### config.mk
export PLATFORM = sky130hd
export DESIGN_NAME = periodic_task_timer_table
export DESIGN_NICKNAME = d
export VERILOG_FILES = /design/src/rtl/ptt_pkg.sv /design/src/rtl/ptt_mul.sv /design/src/rtl/ptt_table.sv /design/src/rtl/periodic_task_timer_table.sv
export SDC_FILE = /design/constraint.sdc
export NUM_CORES = 2
export LEC_CHECK = 0
export BUFFER_PORTS_ARGS = -buffer_cell sky130_fd_sc_hd__buf_2
export CORE_MARGIN = 4
export CORE_UTILIZATION = 52
export CTS_BUF_LIST = sky130_fd_sc_hd__clkbuf_4
export CTS_CLUSTER_SIZE = 24
export DETAILED_ROUTE_END_ITERATION = 8
export GPL_ROUTABILITY_DRIVEN = 1
export PLACE_DENSITY = 0.77
export SLEW_MARGIN = 20
export SYNTH_ARGS = -nofsm -noshare
export SYNTH_HDL_FRONTEND = slang
export SYNTH_SLANG_ARGS = --single-unit
### constraint.sdc
create_clock -name clk -period 8.7 [get_ports clk]
set_clock_uncertainty 0.05 [all_clocks]
set_input_delay 1.305 -clock clk [delete_from_list [all_inputs] [get_ports clk]]
set_output_delay 1.305 -clock clk [all_outputs]
set_load 0.01 [all_outputs]
### src/rtl/ptt_pkg.sv
package ptt_pkg;

	localparam int SLOTS = 8;
	localparam int SLOT_W = (SLOTS > 1) ? $clog2(SLOTS) : 1;
	localparam int CNT_W = $clog2(SLOTS + 1);

	localparam int OP_W = 3;
	localparam int TIDX_W = 3;
	localparam int MS_W = 16;
	localparam int TPS_W = 14;
	localparam int TICK_W = 16;
	localparam int ST_W = 3;
	localparam int OSLOT_W = 3;

	localparam logic [TPS_W-1:0] TPS_RESET = 14'd1000;

	// ms * tps / 1000 = ((ms * tps) >> 3) / 125, the divide done as a reciprocal multiply
	localparam int PROD_W = MS_W + TPS_W;
	localparam int MA_W = PROD_W - 3;
	localparam int MB_W = 28;
	localparam int MP_W = MA_W + MB_W;
	localparam int RECIP_SHIFT = 34;
	localparam logic [MB_W-1:0] RECIP = 28'd137438954;

	typedef enum logic [OP_W-1:0] {
		OP_TICK     = 3'd0,
		OP_ADD      = 3'd1,
		OP_ENABLE   = 3'd2,
		OP_DISABLE  = 3'd3,
		OP_SETPER   = 3'd4,
		OP_DISPATCH = 3'd5
	} op_t;

	typedef enum logic [ST_W-1:0] {
		ST_OK      = 3'd0,
		ST_FULL    = 3'd1,
		ST_EMPTY   = 3'd2,
		ST_NOSLOT  = 3'd3,
		ST_ZEROPER = 3'd4
	} status_t;

	typedef enum logic [3:0] {
		S_IDLE,
		S_DEC,
		S_MUL1,
		S_MUL2,
		S_CONV,
		S_TICK,
		S_DISP,
		S_RESP
	} state_t;

	typedef struct packed {
		logic [OP_W-1:0]   operation;
		logic [TIDX_W-1:0] task_index;
		logic [MS_W-1:0]   delay_ms;
		logic [MS_W-1:0]   period_ms;
	} req_t;

	typedef struct packed {
		logic [ST_W-1:0]    status;
		logic [OSLOT_W-1:0] slot;
		logic               slot_valid;
		logic               last;
	} rsp_t;

	typedef struct packed {
		logic              set_use;
		logic              set_en;
		logic              en;
		logic              set_rdy;
		logic              rdy;
		logic              set_period;
		logic              set_cd;
		logic              set_delay;
		logic [TICK_W-1:0] period;
		logic [TICK_W-1:0] cd;
		logic [TICK_W-1:0] delay;
	} tbl_wr_t;

	typedef struct packed {
		logic              in_use;
		logic              en;
		logic              rdy;
		logic [TICK_W-1:0] period;
		logic [TICK_W-1:0] cd;
		logic [TICK_W-1:0] delay;
	} tbl_rd_t;

endpackage

### src/rtl/ptt_mul.sv
module ptt_mul (
	input  logic                      clk,
	input  logic [ptt_pkg::MA_W-1:0]  a,
	input  logic [ptt_pkg::MB_W-1:0]  b,
	output logic [ptt_pkg::MP_W-1:0]  p
);

	logic [ptt_pkg::MP_W-1:0] p_q;

	always_ff @(posedge clk) begin
		p_q <= ptt_pkg::MP_W'(a) * ptt_pkg::MP_W'(b);
	end

	assign p = p_q;

endmodule

### src/rtl/ptt_table.sv
module ptt_table (
	input  logic                        clk,
	input  logic                        arst_n,
	input  logic [ptt_pkg::SLOT_W-1:0]  idx,
	input  ptt_pkg::tbl_wr_t            wr,
	output ptt_pkg::tbl_rd_t            rd,
	output logic [ptt_pkg::SLOTS-1:0]   in_use,
	output logic [ptt_pkg::SLOTS-1:0]   qual,
	output logic [ptt_pkg::CNT_W-1:0]   used_count
);

	logic [ptt_pkg::TICK_W-1:0] period_q [ptt_pkg::SLOTS];
	logic [ptt_pkg::TICK_W-1:0] cd_q [ptt_pkg::SLOTS];
	logic [ptt_pkg::TICK_W-1:0] delay_q [ptt_pkg::SLOTS];
	logic [ptt_pkg::SLOTS-1:0]  in_use_q;
	logic [ptt_pkg::SLOTS-1:0]  en_q;
	logic [ptt_pkg::SLOTS-1:0]  rdy_q;
	logic [ptt_pkg::CNT_W-1:0]  used_q;

	// per-slot payload, written on its set strobes and not reset
	always_ff @(posedge clk) begin
		if (wr.set_period) begin
			period_q[idx] <= wr.period;
		end
		if (wr.set_cd) begin
			cd_q[idx] <= wr.cd;
		end
		if (wr.set_delay) begin
			delay_q[idx] <= wr.delay;
		end
	end

	always_ff @(posedge clk or negedge arst_n) begin
		if (!arst_n) begin
			in_use_q <= '0;
			en_q <= '0;
			rdy_q <= '0;
			used_q <= '0;
		end else begin
			if (wr.set_use) begin
				in_use_q[idx] <= 1'b1;
				used_q <= used_q + ptt_pkg::CNT_W'(1);
			end
			if (wr.set_en) begin
				en_q[idx] <= wr.en;
			end
			if (wr.set_rdy) begin
				rdy_q[idx] <= wr.rdy;
			end
		end
	end

	always_comb begin
		rd.in_use = in_use_q[idx];
		rd.en = en_q[idx];
		rd.rdy = rdy_q[idx];
		rd.period = period_q[idx];
		rd.cd = cd_q[idx];
		rd.delay = delay_q[idx];
	end

	assign in_use = in_use_q;
	assign qual = in_use_q & en_q & rdy_q;
	assign used_count = used_q;

	a_count_matches: assert property (@(posedge clk) disable iff (!arst_n)
		32'(used_q) == $countones(in_use_q))
		else $error("used count out of step with in-use flags");

	a_add_free_slot: assert property (@(posedge clk) disable iff (!arst_n)
		wr.set_use |-> !in_use_q[idx])
		else $error("slot taken twice");

	a_count_bound: assert property (@(posedge clk) disable iff (!arst_n)
		wr.set_use |-> 32'(used_q) < ptt_pkg::SLOTS)
		else $error("add on a full table");

endmodule

### src/rtl/periodic_task_timer_table.sv
// request accepted to first result: enable, disable, unused codes and requests refused at
// decode go straight to the response; set period and an add with a zero period make one pass
// and a successful add two passes through the shared 27x28 multiplier; tick sweeps every slot
// (one slot per cycle through the slot update path); dispatch walks the slots from slot 0
// throughput: one request at a time, the next taken in the cycle after the last result is loaded
// arst_n clears the sequencer, slot flags, used count and output valid; tick rate back to 1000
module periodic_task_timer_table (
	input  logic                        clk,
	input  logic                        arst_n,
	input  logic                        req_valid,
	output logic                        req_ready,
	input  ptt_pkg::req_t               req,
	output logic                        rsp_valid,
	input  logic                        rsp_ready,
	output ptt_pkg::rsp_t               rsp,
	input  logic                        cfg_we,
	input  logic [ptt_pkg::TPS_W-1:0]   cfg_wdata
);

	ptt_pkg::state_t               state_q;
	ptt_pkg::state_t               state_d;
	ptt_pkg::req_t                 req_q;
	logic [ptt_pkg::SLOT_W-1:0]    idx_q;
	logic [ptt_pkg::TPS_W-1:0]     tps_q;
	logic [ptt_pkg::TICK_W-1:0]    per_q;
	logic                          conv_dly_q;
	ptt_pkg::rsp_t                 res_q;
	ptt_pkg::rsp_t                 res_dec;
	ptt_pkg::rsp_t                 out_q;
	ptt_pkg::rsp_t                 out_d;
	logic                          out_valid_q;
	logic                          load_out;
	logic                          out_free;

	logic [ptt_pkg::MA_W-1:0]      mul_a;
	logic [ptt_pkg::MB_W-1:0]      mul_b;
	logic [ptt_pkg::MP_W-1:0]      mul_p;
	logic [ptt_pkg::TICK_W-1:0]    conv;

	ptt_pkg::tbl_wr_t              tbl_wr;
	ptt_pkg::tbl_rd_t              tbl_rd;
	logic [ptt_pkg::SLOTS-1:0]     tbl_in_use;
	logic [ptt_pkg::SLOTS-1:0]     tbl_qual;
	logic [ptt_pkg::CNT_W-1:0]     used_count;

	logic [ptt_pkg::SLOT_W-1:0]    free_idx;
	logic                          table_full;
	logic [ptt_pkg::ST_W-1:0]      lk_status;
	logic                          lk_ok;
	logic                          more;
	logic                          qual_here;
	logic                          sweep_end;

	ptt_mul u_mul (
		.clk (clk),
		.a   (mul_a),
		.b   (mul_b),
		.p   (mul_p)
	);

	ptt_table u_table (
		.clk        (clk),
		.arst_n     (arst_n),
		.idx        (idx_q),
		.wr         (tbl_wr),
		.rd         (tbl_rd),
		.in_use     (tbl_in_use),
		.qual       (tbl_qual),
		.used_count (used_count)
	);

	assign conv = mul_p[ptt_pkg::RECIP_SHIFT +: ptt_pkg::TICK_W];
	assign out_free = !out_valid_q || rsp_ready;
	assign table_full = 32'(used_count) >= ptt_pkg::SLOTS;
	assign qual_here = tbl_qual[idx_q];
	assign sweep_end = idx_q == ptt_pkg::SLOT_W'(ptt_pkg::SLOTS - 1);
	assign lk_ok = lk_status == ptt_pkg::ST_OK;

	// lowest free slot
	always_comb begin
		free_idx = '0;
		for (int i = ptt_pkg::SLOTS - 1; i >= 0; i--) begin
			if (!tbl_in_use[i]) begin
				free_idx = ptt_pkg::SLOT_W'(i);
			end
		end
	end

	// any dispatchable slot above the current one
	always_comb begin
		more = 1'b0;
		for (int i = 0; i < ptt_pkg::SLOTS; i++) begin
			if (tbl_qual[i] && (ptt_pkg::SLOT_W'(i) > idx_q)) begin
				more = 1'b1;
			end
		end
	end

	always_comb begin
		if (used_count == '0) begin
			lk_status = ptt_pkg::ST_EMPTY;
		end else if (32'(req_q.task_index) >= ptt_pkg::SLOTS) begin
			lk_status = ptt_pkg::ST_NOSLOT;
		end else if (!tbl_rd.in_use) begin
			lk_status = ptt_pkg::ST_NOSLOT;
		end else begin
			lk_status = ptt_pkg::ST_OK;
		end
	end

	always_comb begin
		res_dec = '{status: ptt_pkg::ST_OK, slot: '0, slot_valid: 1'b0, last: 1'b1};
		case (req_q.operation) inside
			ptt_pkg::OP_ADD: begin
				if (table_full) begin
					res_dec.status = ptt_pkg::ST_FULL;
				end
			end
			ptt_pkg::OP_ENABLE, ptt_pkg::OP_DISABLE, ptt_pkg::OP_SETPER: begin
				res_dec.status = lk_status;
			end
			default: begin
			end
		endcase
	end

	// next state
	always_comb begin
		state_d = state_q;
		unique case (state_q)
			ptt_pkg::S_IDLE: begin
				if (req_valid) begin
					state_d = ptt_pkg::S_DEC;
				end
			end
			ptt_pkg::S_DEC: begin
				unique case (req_q.operation)
					ptt_pkg::OP_TICK: state_d = ptt_pkg::S_TICK;
					ptt_pkg::OP_DISPATCH: state_d = ptt_pkg::S_DISP;
					ptt_pkg::OP_ADD: state_d = table_full ? ptt_pkg::S_RESP : ptt_pkg::S_MUL1;
					ptt_pkg::OP_SETPER: state_d = lk_ok ? ptt_pkg::S_MUL1 : ptt_pkg::S_RESP;
					default: state_d = ptt_pkg::S_RESP;
				endcase
			end
			ptt_pkg::S_MUL1: state_d = ptt_pkg::S_MUL2;
			ptt_pkg::S_MUL2: state_d = ptt_pkg::S_CONV;
			ptt_pkg::S_CONV: begin
				if (conv_dly_q || conv == '0 || req_q.operation == ptt_pkg::OP_SETPER) begin
					state_d = ptt_pkg::S_RESP;
				end else begin
					state_d = ptt_pkg::S_MUL1;
				end
			end
			ptt_pkg::S_TICK: begin
				if (sweep_end) begin
					state_d = ptt_pkg::S_RESP;
				end
			end
			ptt_pkg::S_DISP: begin
				if (qual_here) begin
					if (out_free && !more) begin
						state_d = ptt_pkg::S_IDLE;
					end
				end else if (!more) begin
					state_d = ptt_pkg::S_RESP;
				end
			end
			ptt_pkg::S_RESP: begin
				if (out_free) begin
					state_d = ptt_pkg::S_IDLE;
				end
			end
			default: state_d = ptt_pkg::S_IDLE;
		endcase
	end

	// outputs
	always_comb begin
		tbl_wr = '0;
		load_out = 1'b0;
		out_d = res_q;
		req_ready = 1'b0;
		mul_a = mul_p[ptt_pkg::PROD_W-1:3];
		mul_b = ptt_pkg::RECIP;
		unique case (state_q)
			ptt_pkg::S_IDLE: begin
				req_ready = 1'b1;
			end
			ptt_pkg::S_DEC: begin
				if ((req_q.operation == ptt_pkg::OP_ENABLE ||
				     req_q.operation == ptt_pkg::OP_DISABLE) && lk_ok) begin
					tbl_wr.set_en = 1'b1;
					tbl_wr.en = req_q.operation == ptt_pkg::OP_ENABLE;
				end
			end
			ptt_pkg::S_MUL1: begin
				mul_a = ptt_pkg::MA_W'(conv_dly_q ? req_q.delay_ms : req_q.period_ms);
				mul_b = ptt_pkg::MB_W'(tps_q);
			end
			ptt_pkg::S_MUL2: begin
			end
			ptt_pkg::S_CONV: begin
				if (conv_dly_q) begin
					tbl_wr.set_use = 1'b1;
					tbl_wr.set_period = 1'b1;
					tbl_wr.period = per_q;
					tbl_wr.set_cd = 1'b1;
					tbl_wr.cd = per_q;
					tbl_wr.set_delay = 1'b1;
					tbl_wr.delay = conv;
					tbl_wr.set_en = 1'b1;
					tbl_wr.en = 1'b1;
					tbl_wr.set_rdy = 1'b1;
					tbl_wr.rdy = 1'b0;
				end else if (conv != '0 && req_q.operation == ptt_pkg::OP_SETPER) begin
					tbl_wr.set_period = 1'b1;
					tbl_wr.period = conv;
				end
			end
			ptt_pkg::S_TICK: begin
				if (tbl_rd.in_use) begin
					if (tbl_rd.delay != '0) begin
						tbl_wr.set_delay = 1'b1;
						tbl_wr.delay = tbl_rd.delay - ptt_pkg::TICK_W'(1);
					end else begin
						tbl_wr.set_cd = 1'b1;
						tbl_wr.cd = tbl_rd.cd - ptt_pkg::TICK_W'(1);
						if (tbl_rd.cd == ptt_pkg::TICK_W'(1)) begin
							tbl_wr.set_rdy = 1'b1;
							tbl_wr.rdy = 1'b1;
						end
					end
				end
			end
			ptt_pkg::S_DISP: begin
				if (qual_here && out_free) begin
					tbl_wr.set_rdy = 1'b1;
					tbl_wr.rdy = 1'b0;
					tbl_wr.set_cd = 1'b1;
					tbl_wr.cd = tbl_rd.period;
					load_out = 1'b1;
					out_d.status = ptt_pkg::ST_OK;
					out_d.slot = ptt_pkg::OSLOT_W'(idx_q);
					out_d.slot_valid = 1'b1;
					out_d.last = !more;
				end
			end
			ptt_pkg::S_RESP: begin
				load_out = out_free;
			end
			default: begin
			end
		endcase
	end

	always_ff @(posedge clk or negedge arst_n) begin
		if (!arst_n) begin
			state_q <= ptt_pkg::S_IDLE;
			tps_q <= ptt_pkg::TPS_RESET;
			out_valid_q <= 1'b0;
		end else begin
			state_q <= state_d;
			if (cfg_we) begin
				tps_q <= cfg_wdata;
			end
			if (load_out) begin
				out_valid_q <= 1'b1;
			end else if (rsp_ready) begin
				out_valid_q <= 1'b0;
			end
		end
	end

	// request and sequencer payload
	always_ff @(posedge clk) begin
		if (load_out) begin
			out_q <= out_d;
		end
		unique case (state_q)
			ptt_pkg::S_IDLE: begin
				req_q <= req;
				conv_dly_q <= 1'b0;
				case (req.operation) inside
					ptt_pkg::OP_ENABLE, ptt_pkg::OP_DISABLE, ptt_pkg::OP_SETPER: begin
						idx_q <= ptt_pkg::SLOT_W'(req.task_index);
					end
					ptt_pkg::OP_ADD: idx_q <= free_idx;
					default: idx_q <= '0;
				endcase
			end
			ptt_pkg::S_DEC: begin
				res_q <= res_dec;
			end
			ptt_pkg::S_CONV: begin
				if (conv_dly_q) begin
					res_q.slot <= ptt_pkg::OSLOT_W'(idx_q);
					res_q.slot_valid <= 1'b1;
				end else if (conv == '0) begin
					res_q.status <= ptt_pkg::ST_ZEROPER;
				end else begin
					per_q <= conv;
					conv_dly_q <= 1'b1;
				end
			end
			ptt_pkg::S_TICK: begin
				idx_q <= idx_q + ptt_pkg::SLOT_W'(1);
			end
			ptt_pkg::S_DISP: begin
				if (!qual_here || out_free) begin
					idx_q <= idx_q + ptt_pkg::SLOT_W'(1);
				end
			end
			default: begin
			end
		endcase
	end

	assign rsp_valid = out_valid_q;
	assign rsp = out_q;

	a_load_when_free: assert property (@(posedge clk) disable iff (!arst_n)
		load_out |-> out_free)
		else $error("result overwritten before it was taken");

	a_accept_decodes: assert property (@(posedge clk) disable iff (!arst_n)
		req_valid && req_ready |=> state_q == ptt_pkg::S_DEC)
		else $error("accepted request not decoded");

	a_dispatch_qualified: assert property (@(posedge clk) disable iff (!arst_n)
		state_q == ptt_pkg::S_DISP && load_out |-> tbl_qual[idx_q])
		else $error("dispatched a slot that is not ready and enabled");

endmodule

**Word level (Yosys, flattened, before mapping)**

Memory sizes are Yosys's and may differ from the RTL's. A register that Yosys moved wholly into a read port is not among the register bits.
Cells that the tools add are included.

- Register bits: 167
- RAM bits: 384
- Input bits: 57
- Output and inout bits: 10
- Memories kept: 3

- $add $sub $neg: 4
- $mul: 1
- Order comparisons: 11
- Eq/ne operators: 27
- Multiplexer cells: 98
- Bitwise gates (word level): 5
- Reduce and logical (&&, ||, !) cells: 40

Memory list:

| name | words | width | read ports | clocked after memory_dff | wr ports | RTL line | source |
|---|---|---|---|---|---|---|---|
| u_table.cd_q | 8 | 16 | 1 | 1 | 1 | ptt_table.sv:13 | `logic [ptt_pkg::TICK_W-1:0] cd_q [ptt_pkg::SLOTS];` |
| u_table.delay_q | 8 | 16 | 1 | 1 | 1 | ptt_table.sv:14 | `logic [ptt_pkg::TICK_W-1:0] delay_q [ptt_pkg::SLOTS];` |
| u_table.period_q | 8 | 16 | 1 | 1 | 1 | ptt_table.sv:12 | `logic [ptt_pkg::TICK_W-1:0] period_q [ptt_pkg::SLOTS];` |

Operators with widths:

| operator | count |
|---|---|
| $mux 16 | 7 |
| $mux 32 | 2 |
| $mux 3 | 21 |
| $mul 27x28->50 | 1 |
| $pmux 16 s3 | 1 |
| $pmux 16 s2 | 1 |
| $pmux 4 s8 | 1 |
| $reduce_bool 16->1 | 2 |
| $sub 16x1->16 const B | 2 |
| $mux 1 | 30 |
| $mux 28 | 1 |
| $mux 4 | 7 |
| $mux 27 | 1 |
| $mux 2 | 9 |
| $and 8x8->8 | 2 |
| $bwmux 8 | 2 |
| $eq 16x1->1 const B | 1 |
| $eq 4x3->1 const B | 4 |
| $logic_not 16->1 | 1 |
| $mux 8 | 2 |
| $ne 2x2->1 const B | 7 |
| $pmux 7 s2 | 1 |
| $logic_and 1x1->1 | 13 |
| $eq 3x2->1 const B | 4 |
| other kinds (34) | 63 |

**Logic depth before layout (Yosys ltp)**

- Depth in word-level cells: 16
- Gate-level depth with buffers: 33
- Depth with buffers taken out: 29

**Cells and area by module**

A second synthesis with hierarchy kept.

- Cells, all modules: 4052
- Area, all modules: 46708.5 um2

Modules (own cells, without submodules):

| module | instances | cells each | area each (um2) | seq. area each (um2) |
|---|---|---|---|---|
| ptt_mul | 1 | 2852 | 25436.9 | 1101.1 |
| ptt_table | 1 | 694 | 15962.8 | 12231.7 |
| periodic_task_timer_table | 1 | 506 | 5308.8 | 2560.0 |

**Worst setup path after synthesis**

OpenSTA, ideal clock, no wires.

- Path kind: reg2reg
- Start point: register conv_dly_q
- End point: register u_mul.p_q, in the netlist u_mul.p[49]
- Arrival time: 7.853 ns
- Data required time: 8.529 ns
- Path slack: 0.676 ns
- Stages on the path, launching flop included: 28
- Path buffers: 3
- Path through: edfxtp_1 buf_1 buf_1 mux2i_1 nor2_1 nor2_1 nor2_1 fa_1 fa_1 inv_1 fa_1 fa_1 inv_1 fa_1 fa_1 inv_1 fa_1 inv_1 ha_1 clkbuf_1 nand4_1 a2111oi_0 o2111ai_1 nand3_1 o221ai_1 nor3_1 o221ai_1 xnor2_1

- Cells in the longest elaborated chain, start to end: 3

RTL lines:

| element | RTL line | source |
|---|---|---|
| from (decl) | periodic_task_timer_table.sv:26 | `logic conv_dly_q;` |
| from (signal assigned) | periodic_task_timer_table.sv:282 | `conv_dly_q <= 1'b0;` |
| from (signal assigned) | periodic_task_timer_table.sv:302 | `conv_dly_q <= 1'b1;` |
| $mux 16 | periodic_task_timer_table.sv:197 | `mul_a = ptt_pkg::MA_W'(conv_dly_q ? req_q.delay_ms : req_q.period_ms);` |
| $mux 27 | periodic_task_timer_table.sv:185 | `unique case (state_q)` |
| $mul 27x28->50 | ptt_mul.sv:11 | `p_q <= ptt_pkg::MP_W'(a) * ptt_pkg::MP_W'(b);` |
| to (signal assigned) | ptt_mul.sv:11 |  |
| to (decl) | ptt_mul.sv:8 | `logic [ptt_pkg::MP_W-1:0] p_q;` |

No other way between the ends.
A chain may end at the register's enable or synchronous reset.

**Final worst setup path**

- Start point: register state_q[0]
- End point: register u_mul.p_q, in the netlist u_mul.p[47]

- Cells in the longest elaborated chain, start to end: 3

RTL lines:

| element | RTL line | source |
|---|---|---|
| from (decl) | periodic_task_timer_table.sv:20 | `ptt_pkg::state_t state_q;` |
| from (signal assigned) | periodic_task_timer_table.sv:258 | `state_q <= ptt_pkg::S_IDLE;` |
| from (signal assigned) | periodic_task_timer_table.sv:262 | `state_q <= state_d;` |
| $eq 4x2->1 (*) | periodic_task_timer_table.sv:185 |  |
| $mux 27 / $mux 28 (equally long branches) | periodic_task_timer_table.sv:185 |  |
| $mul 27x28->50 (*) | ptt_mul.sv:11 |  |

Every way passes the cells marked *; elsewhere a longest branch is shown, timed or not.

==> impl_results.md <==
- Core footprint: 0.0717 sq mm
- # hold bufs at CTS: 0
- Simple-Gate Fraction of Synth Area: 7.81%
- GR peak layer: met2
- Tmin final: 8.35 ns
- All-Layer GR Usage: 24.2%
- Post-synthesis register bit count: 546
- DP HPWL: 67,300 microns
- Critical Path End Type: flip-flop
- Crit Path Max Fanout: 94
- DR vias/cell: 5.46
- Synth Area in Adders: 28.7%
- CP Class: reg2reg
- # IOs: 67
- Maxcap violations: 0
- Via count: 24,058
- Routability congestion estimate: 0.986
- Min-Delay Path Class: in2reg
- First-pass iteration count of the detailed router: 6
- Mapped Cells: 3,099
- Ys async rst share: 8.42%
- Worst Path Required: 9.51 ns
- Die W: 278 microns
- Layout cells sized above 1: 15.1%
- Synth Area in Compound Gates: 4.66%
- Grt met2 use: 37.1%
- Mux cell area share after synthesis: 8.15%
- Fmax: 120 MHz
- DRC: 0
- Die Area: 0.0771 sq mm
- Crit path DAT: 9.16 ns
- Worst Setup Start Kind: flip-flop
- Antenna violations before repair: 6
- Netlist cell types: 71
- Reg clk slew, reported paths: 0.08 ns
- Status: finished clean
- Sequential fraction of the synthesis area: 41.5%
- Vias in the first global route: 25,591
- Synthesis-to-finish area growth: 10.2%
- Final worst-path cycle share: 96.0%
- IO buf count: 66
- Final hold vios: 0
- Total routed wirelength: 90,400 microns
- Pins Over Slew Limit: 0
- Post-Syn Area: 0.0378 sq mm
- Site row count: 98
- CTS tree: built
- Synth warnings: 0
- Final #Nets: 4,040
- DR iter-0 viols: 2,166
- Htree depth: 4
- XOR/XNOR Fraction of Synth Area: 1.64%
- Sink Count: 546
- Post-synth EDFFs: 454
- Antenna-violating nets left: 0
- Routing usage on met3: 6.15%
- Syn avg cell area: 12.2 sq um
- Slew HR: 26.9%
- CTS buffer count: 141
- Die height: 278 microns
- RSZ-0062 raised after global routing: no
- Final setup TNS: 0 ns
- CTS max path bufs: 3
- Clock root buffer: clkbuf_4
- WL/cell: 20.5 microns
- Post-synth top flop: edfxtp_1
- GRT met1 Usage: 33.4%
- Clk_lat worst skew: 1.02 ns
- First-pass GRT wire length: 143,000 microns
- GR Overflow Total: 0
- Final setup violation count: 0
- Largest net degree at the start of global routing: 95
- Largest family of logic cells by synthesized area: adder cells
- Worst-Margin Slew: 1.10 ns
- Initial Utilization: 52.7%
==> critical path: stages, from the launching register on <==
cell       delay (ns)
dfrtp_1          0.37
nor2b_1          0.30
nand2b_4         0.19
buf_12           0.23
and2_1           0.39
or2_2            0.41
nand2_1          0.12
fa_1             0.43
fa_1             0.51
fa_1             0.48
fa_1             0.45
fa_1             0.49
inv_1            0.06
fa_1             0.53
inv_1            0.05
fa_1             0.48
inv_1            0.04
ha_1             0.42
nand4_1          0.21
a2111oi_0        0.42
buf_4            0.23
o2111ai_1        0.13
nand3_1          0.14
o221ai_1         0.24
nor3_1           0.40
o221ai_1         0.22
xnor2_1          0.15
==> layout by cell type (no fill, tap or decap), types with 14 or more instances in the layout <==
cell,netlist,final
nor2_1,159,155
dfrtp_1,40,40
nand3_1,26,26
inv_1,637,637
buf_4,0,65
buf_2,24,66
o21ai_0,84,83
o221ai_1,17,17
mux2i_1,67,67
mux4_2,92,92
conb_1,2,66
and2_1,81,81
a21o_1,31,31
a21oi_1,68,60
nand2_1,276,276
or2_2,14,14
clkinv_1,2,21
ha_1,252,252
nand4_1,16,16
mux2_2,17,17
xor2_1,23,23
dfxtp_1,46,43
o21ai_1,13,14
fa_1,385,385
clkbuf_4,0,207
edfxtp_1,454,454
xnor2_1,48,48
==> worst paths after layout <==
| kind | start | end | slack [ns] | depth (start not counted) |
|---|---|---|---|---|
| setup / recovery | state_q[0]$_DFFE_PN0P_ | u_mul.p[47]$_DFF_P_ | 0.35 | 26 |
| hold / removal | req[18] | req_q[18]$_DFFE_PP_ | 0.41 | 1 |
| setup reg to reg | state_q[0]$_DFFE_PN0P_ | u_mul.p[47]$_DFF_P_ | 0.35 | 26 |
| hold reg to reg | res_q[5]$_SDFFCE_PP0P_ | rsp[5]$_DFFE_PP_ | 0.42 | 1 |
| max in group asynchronous | arst_n | u_table.en_q[6]$_DFFE_PN0P_ | 7.59 | 2 |
| min in group asynchronous | arst_n | u_table.en_q[0]$_DFFE_PN0P_ | 0.43 | 2 |
==> final cells by class <==
class,instances,area (sq um)
well taps,950,1190
repair buffers,133,858
fillers,5765,30000
flip-flops and latches,546,15700
clock inverters,47,367
multi-input cells,1885,19600
clock buffers,207,1550
diodes,2,5.00
inverters,639,2400
==> per-stage QoR <==
step	utilization (%)	area [sq um]	setup slack, ns	hold slack (ns)	cells
after floorplan	-	38100	0.676	0.402	3163
after global placement	55.4	39700	0.467	0.440	4153
after detailed placement	55.4	39700	0.306	0.452	4153
after CTS	58.1	41700	0.328	0.288	4407
after global routing	58.1	41700	0.000166	0.351	4408
final	58.1	41700	0.351	0.414	4409
==> flip-flops by register name, indices dropped and copies added, names as in the netlist, 3 cells and up, named ones only <==
register and count:
u_table.cd_q 128, u_table.period_q 128, u_table.used_count 4, u_table.rdy_q 8, u_table.en_q 8, state_q 3, u_table.in_use 8, per_q 16
req_q 35, u_mul.p 43, rsp 8, res_q 7, tps_q 14, idx_q 3, u_table.delay_q 128
==> cells by family (layout without fill, tap and decap cells) <==
| family | Yosys count | count (layout) |
|---|---|---|
| fa+ha+maj | 637 | 637 |
| xor+xnor | 71 | 71 |
| flops | 546 | 546 |
| compound gates | 283 | 283 |
| other cells | 2 | 68 |
| buf+inv | 732 | 1026 |
| simple gates | 646 | 646 |
| mux | 182 | 182 |
==> layer usage <==
| layer | up-vias | wire, microns |
|---|---|---|
| met5 | - | 27 |
| met4 | 4 | 3430 |
| met3 | 201 | 7930 |
| met2 | 1062 | 41200 |
| met1 | 12005 | 37800 |
| li1 | 10786 | - |
==> synth_stat cells (all sizes together), types with 7 or more instances <==
library cell	instances	area share, %
o21ai	97	1.3
nor2b	11	0.18
nand2b	12	0.20
o221ai	17	0.39
buf	36	0.55
nor4	9	0.15
and2	81	1.3
ha	252	8.3
a21o	31	0.62
dfrtp	40	2.6
xor2	23	0.53
or2	14	0.23
fa	385	20
mux2i	67	1.8
nor2	159	1.6
or3	8	0.16
dfxtp	46	2.4
nand2	276	2.7
a21oi	68	0.90
nor3	14	0.19
o21bai	13	0.26
and3	7	0.12
nand3	26	0.34
clkbuf	57	0.57
nand4	16	0.26
mux2	18	0.55
edfxtp	454	36
xnor2	48	1.1
mux4	97	5.8
inv	637	6.3
==> what timing repair did <==
action / in CTS / in global routing
endpoints found under the hold margin: 0 / 0
resized for setup: 0 / 5
endpoints found under the setup margin: 0 / 4
buffers inserted: 0 / 0
Power is not shown: default switching activity piles up to over one toggle a cycle in this logic, so the estimate is an artifact.
